[src/hdl/ophf_pkg.sv]
// ----------------------------------------------------------------------------
// ophf_pkg
// Shared constants, types and register codes of the oil-paint histogram filter.
// ----------------------------------------------------------------------------
package ophf_pkg;

    localparam int MAX_WIDTH  = 1024;
    localparam int MAX_RADIUS = 3;
    localparam int RING_SIZE  = (2 * MAX_RADIUS + 1) * MAX_WIDTH;
    localparam int RING_AW    = $clog2(RING_SIZE);

    localparam int FW_W   = 11;
    localparam int FH_W   = 16;
    localparam int RAD_W  = 2;
    localparam int COL_W  = $clog2(MAX_WIDTH);
    localparam int LAG_W  = $clog2(MAX_RADIUS * MAX_WIDTH + MAX_RADIUS + 1);
    localparam int DC_W   = $clog2(2 * MAX_RADIUS + 1);

    localparam int COLOR_W    = 8;
    localparam int NCOL       = 3;
    localparam int PIX_W      = NCOL * COLOR_W;
    localparam int MAX_WIN    = (2 * MAX_RADIUS + 1) * (2 * MAX_RADIUS + 1);
    localparam int CNT_W      = $clog2(MAX_WIN + 1);
    localparam int SUM_W      = 14;
    localparam int INT_W      = 8;
    localparam int HIST_DEPTH = 256;
    localparam int DIV_STEPS  = SUM_W;
    localparam int DCNT_W     = $clog2(DIV_STEPS);

    localparam int K_R      = 21;
    localparam int K_G      = 72;
    localparam int K_B      = 7;
    localparam int X_W      = 15;
    localparam int RECIP    = 5243;
    localparam int RECIP_W  = 13;
    localparam int RECIP_SH = 19;

    localparam int ADDR_W  = 4;
    localparam int DATA_W  = 32;
    localparam logic [1:0] REG_WIDTH  = 2'd0;
    localparam logic [1:0] REG_HEIGHT = 2'd1;
    localparam logic [1:0] REG_RADIUS = 2'd2;

    localparam logic [FW_W-1:0]  RST_WIDTH  = FW_W'(640);
    localparam logic [FH_W-1:0]  RST_HEIGHT = FH_W'(480);
    localparam logic [RAD_W-1:0] RST_RADIUS = RAD_W'(2);

    typedef struct packed {
        logic accept;
        logic wstart;
        logic pint;
        logic pdiv;
        logic hwr;
        logic dstart;
        logic dstep;
        logic load;
    } t_cmd;

    typedef struct packed {
        logic emit;
        logic interior;
        logic win_last;
        logic div_last;
        logic out_free;
    } t_stat;

    typedef struct packed {
        logic [CNT_W-1:0] cnt;
        logic [SUM_W-1:0] sum_r;
        logic [SUM_W-1:0] sum_g;
        logic [SUM_W-1:0] sum_b;
    } t_hist;

endpackage

[src/hdl/ophf_ctrl.sv]
// ----------------------------------------------------------------------------
// ophf_ctrl
// Sequencer of the filter: border copy, window scan, mode search, division.
// ----------------------------------------------------------------------------
module ophf_ctrl import ophf_pkg::*; (
    input  logic  i_clk,
    input  logic  i_rst_n,
    input  logic  i_in_valid,
    output logic  o_in_ready,
    input  t_stat i_stat,
    output t_cmd  o_cmd
);

    localparam logic [3:0] S_IDLE   = 4'd0;
    localparam logic [3:0] S_BRD    = 4'd1;
    localparam logic [3:0] S_WSTART = 4'd2;
    localparam logic [3:0] S_PRD    = 4'd3;
    localparam logic [3:0] S_PINT   = 4'd4;
    localparam logic [3:0] S_PDIV   = 4'd5;
    localparam logic [3:0] S_HRD    = 4'd6;
    localparam logic [3:0] S_HWR    = 4'd7;
    localparam logic [3:0] S_DSTART = 4'd8;
    localparam logic [3:0] S_DSTEP  = 4'd9;
    localparam logic [3:0] S_FINISH = 4'd10;

    logic [3:0] r_state;
    logic [3:0] n_state;

    always_ff @(posedge i_clk) begin
        if (!i_rst_n) begin
            r_state <= S_IDLE;
        end else begin
            r_state <= n_state;
        end
    end

    assign o_in_ready = (r_state == S_IDLE);

    always_comb begin
        n_state = r_state;
        o_cmd   = '0;
        case (r_state)
            S_IDLE: begin
                if (i_in_valid) begin
                    o_cmd.accept = 1'b1;
                    if (i_stat.emit) begin
                        n_state = i_stat.interior ? S_WSTART : S_BRD;
                    end
                end
            end
            S_BRD: begin
                n_state = S_FINISH;
            end
            S_WSTART: begin
                o_cmd.wstart = 1'b1;
                n_state      = S_PRD;
            end
            S_PRD: begin
                n_state = S_PINT;
            end
            S_PINT: begin
                o_cmd.pint = 1'b1;
                n_state    = S_PDIV;
            end
            S_PDIV: begin
                o_cmd.pdiv = 1'b1;
                n_state    = S_HRD;
            end
            S_HRD: begin
                n_state = S_HWR;
            end
            S_HWR: begin
                o_cmd.hwr = 1'b1;
                n_state   = i_stat.win_last ? S_DSTART : S_PRD;
            end
            S_DSTART: begin
                o_cmd.dstart = 1'b1;
                n_state      = S_DSTEP;
            end
            S_DSTEP: begin
                o_cmd.dstep = 1'b1;
                if (i_stat.div_last) begin
                    n_state = S_FINISH;
                end
            end
            S_FINISH: begin
                if (i_stat.out_free) begin
                    o_cmd.load = 1'b1;
                    n_state    = S_IDLE;
                end
            end
            default: begin
                n_state = S_IDLE;
            end
        endcase
    end

endmodule

[config.mk]
export PLATFORM = sky130hd
export DESIGN_NAME = ophf_ctrl
export DESIGN_NICKNAME = d
export VERILOG_FILES = /design/src/hdl/ophf_pkg.sv /design/src/hdl/ophf_ctrl.sv
export SDC_FILE = /design/constraint.sdc
export NUM_CORES = 1
export LEC_CHECK = 0
export BUFFER_PORTS_ARGS = -buffer_cell sky130_fd_sc_hd__buf_2
export CAP_MARGIN = 15
export CORE_AREA = 2 2 39 41
export CTS_CLUSTER_DIAMETER = 40
export DETAILED_ROUTE_END_ITERATION = 8
export DIE_AREA = 0 0 41 43
export PLACE_DENSITY = 0.54
export SYNTH_ARGS = -nofsm -noshare
export SYNTH_HDL_FRONTEND = slang
export SYNTH_SLANG_ARGS = --single-unit
[constraint.sdc]
create_clock -name i_clk -period 1.5 [get_ports i_clk]
set_clock_uncertainty 0.1 [all_clocks]
set_input_delay 0.375 -clock i_clk [delete_from_list [all_inputs] [get_ports i_clk]]
set_output_delay 0.375 -clock i_clk [all_outputs]
set_load 0.005 [all_outputs]
==> results by group <==
Run status
  – Outcome: complete, but fails checks
  – Failing checks: setup timing

Power and ir drop
  – PwrDens: 1921 nW/um2
  – Leakage power: 0.3477 nW
  – Worst VDD drop: 0.8506 mV

Critical path
  – Crit path from: r_state[2]$_SDFFE_PN0P_
  – Critical Path Source Type: flop
  – Worst setup path endpoint: o_cmd[7]
  – Reg2reg start: r_state[0]$_SDFFE_PN0P_
  – Worst reg2reg setup slack: 0.02 ns
  – CP Data Arrival Time: 1.14 ns
  – Crit. End Element: primary output
  – Largest fanout on the critical path: 5
  – Worst Reg-to-Reg Cells: 6
  – Reg-to-Reg End: r_state[1]$_SDFFE_PN0P_
  – Setup CP Type: flop to primary output
  – Critical path data required time: 1.02 ns

Logic synthesis
  – EDFF count, synth: 0
  – Async SR Flop Fraction: 0
  – #FFs+latches synth: 4
  – Ys Warns: 0
  – Mapped Cells: 49
  – Yosys cell types: 32
  – Sequential area share after synthesis: 0.1975
  – Cell area after synthesis: 405.4 um2
  – Syn Nets: 57
  – Top FF cell, synth: dfxtp_1
  – Mean Syn Cell Area: 8.273 um2

Die
  – Die Ht: 43 um
  – Row Count: 14
  – Ports: 17
  – Die Area: 1763 um2
  – Die extent in x: 41 um
  – Initial Utilization: 0.2929
  – Core ar.: 1384 um2

Routing
  – WL met1: 583 um
  – DR iter-0 viols: 11
  – Top Metal Used: met4
  – Drt pass-1 iters: 4
  – Vias per Instance: 5.280
  – Met2 routed WL: 800 um
  – Antenna-violating nets left: 0
  – DRC Markers: 0
  – Final WL: 1510 um
  – WL per Instance: 15.10 um
  – DR WL met3: 106 um
  – Vias: 528

Finish
  – Layout cells sized above 1: 0.7262
  – Antenna cells: 0
  – Largest register by flop count: r_state
  – Max reg flops: 4
  – Nets: 94
  – Design area: 745.7 um2
  – Area grow syn2layout: 83.95%
  – Leading registers by flop count: r_state: 4 flops
  – Post-Route Utilization: 0.5389

CTS
  – Reg clk slew, reported paths: 0.04 ns
  – Clock sink count: 4
  – Clk buf depth: 2
  – CTS tree: built
  – Worst skew pair latency: 0.25 ns
  – Post-CTS Hold Fix Bufs: 0
  – # H-tree levels: 1
  – Root Driver: clkbuf_4
  – CTS buffer count: 3

STA
  – Setup ws final: -0.1193 ns
  – Slew Viols, Final: 0
  – Crit path time final: 1.619 ns
  – Fin. Hold Viols: 0
  – Final period util: 1.080
  – Rel. slew slack: 0.8267
  – Peak Freq: 617.5 MHz
  – Worst hold margin: 0.3144 ns
  – Total negative slack: -0.4908 ns
  – Setup violations, final: 9
  – Worst-Margin Slew: 0.2578 ns
  – RSZ-0062 raised after global routing: yes

Global route
  – Initial antenna violation count: 0
  – Total grt overflow: 0
  – Largest net degree at the start of global routing: 8
  – Global-route wire length before repair: 2021 um
  – Total track usage: 0.1737
  – Vias in the first global route: 469

Place
  – Setup slack after placement: -0.01861 ns
  – GPL Wtd Cong: 0.8167
  – DP HPWL: 792.9 um
  – DP Area: 526.8 um2
  – I/O Buffers: 16

Flow run
  – Max_cap viols: 0

Worst hold path
  – Hold Crit Class: input port to flop
-- area by class of cell --
cell class                 instances  area (um2)
inverter                           2       7.507
fill                             132       638.1
timing repair buffer              36       252.7
tap                               16       20.02
clock buffer                       3       22.52
multi-input combinational         39       347.8
sequential                         4       95.09
-- synth_stat cells, types with 2 or more instances --
master / n / area [um2]
a211oi_1: 2 / 15.01
buf_6: 3 / 33.78
dfxtp_1: 4 / 80.08
inv_1: 2 / 7.510
nand2_1: 5 / 18.77
nand2b_1: 2 / 12.51
nor2_1: 3 / 11.26
nor3_1: 4 / 20.02
-- stage by stage --
step                      std cells  power [mW]
final                           100       1.432
after global routing            100       1.519
after CTS                        94       1.247
after detailed placement         85      0.8576
after global placement           85      0.8626
after floorplan                  49      0.6646
-- cell families after synthesis --
group	Yosys count	synth area share
AOI/OAI and AO/OA	11	0.2160
and+or+nand+nor	27	0.4507
DFF	4	0.1975
xor gates and xnor gates	1	0.02161
buffers and inverters	6	0.1142
-- layer usage --
layer,GRT usage,vias up
met3,0.06806,4
li1,-,253
met2,0.2625,20
met1,0.1994,251
met5,0,-
met4,0.09333,0
-- critical path, cell delays in order (launching register included) --
cell and delay [ns]:
dfxtp_4 0.37, nor4_4 0.28, and2_1 0.16, buf_2 0.10
-- power by group --
| group | total (mW) | internal [mW] | switching (mW) |
|---|---|---|---|
| sequential | 0.311 | 0.173 | 0.137 |
| combinational | 0.979 | 0.565 | 0.414 |
| clock | 0.143 | 0.0901 | 0.0529 |
-- how the worst min path moves through the flow --
stage	startpoint	to	slack [ns]	depth (start not counted)
2_1_floorplan	i_rst_n	r_state[0]$_SDFFE_PN0P_	0.42	2
3_3_place_gp	i_rst_n	r_state[0]$_SDFFE_PN0P_	0.55	3
3_5_place_dp	i_rst_n	r_state[0]$_SDFFE_PN0P_	0.55	3
4_1_cts	i_rst_n	r_state[0]$_SDFFE_PN0P_	0.30	3
5_1_grt	i_rst_n	r_state[0]$_SDFFE_PN0P_	0.33	3
6_report	i_rst_n	r_state[0]$_SDFFE_PN0P_	0.31	3
-- cell usage in the layout, fill, tap and decap left out --
cell type / n
nand2_2: 1
o311a_1: 1
nor2b_1: 1
nor2_1: 2
nor3b_2: 1
clkbuf_4: 3
o21ai_2: 1
nor3_1: 2
and2b_2: 1
nor3b_4: 1
nor4_4: 2
o211ai_2: 1
nand2_4: 1
a21oi_1: 1
buf_4: 14
xor2_1: 1
or4_1: 1
buf_6: 6
nor2b_2: 1
nor2_4: 2
and2_1: 1
o31ai_1: 1
nor4b_1: 1
nand4b_1: 1
o21ai_1: 1
nor3_2: 2
buf_2: 16
inv_1: 1
nand2b_1: 1
inv_2: 1
a211oi_1: 1
dfxtp_4: 4
nand2_1: 3
nand2b_4: 1
a31oi_1: 1
and4_1: 1
a211oi_2: 2
o21ai_0: 1
-- repair_timing --
action	in CTS	in global routing
pin swaps	4	7
buffers inserted	6	6
gates resized for setup	21	8
endpoints found under the setup margin	10	10
hold endpoints to repair	0	0
No activity file was read; power rests on OpenSTA's default activity.
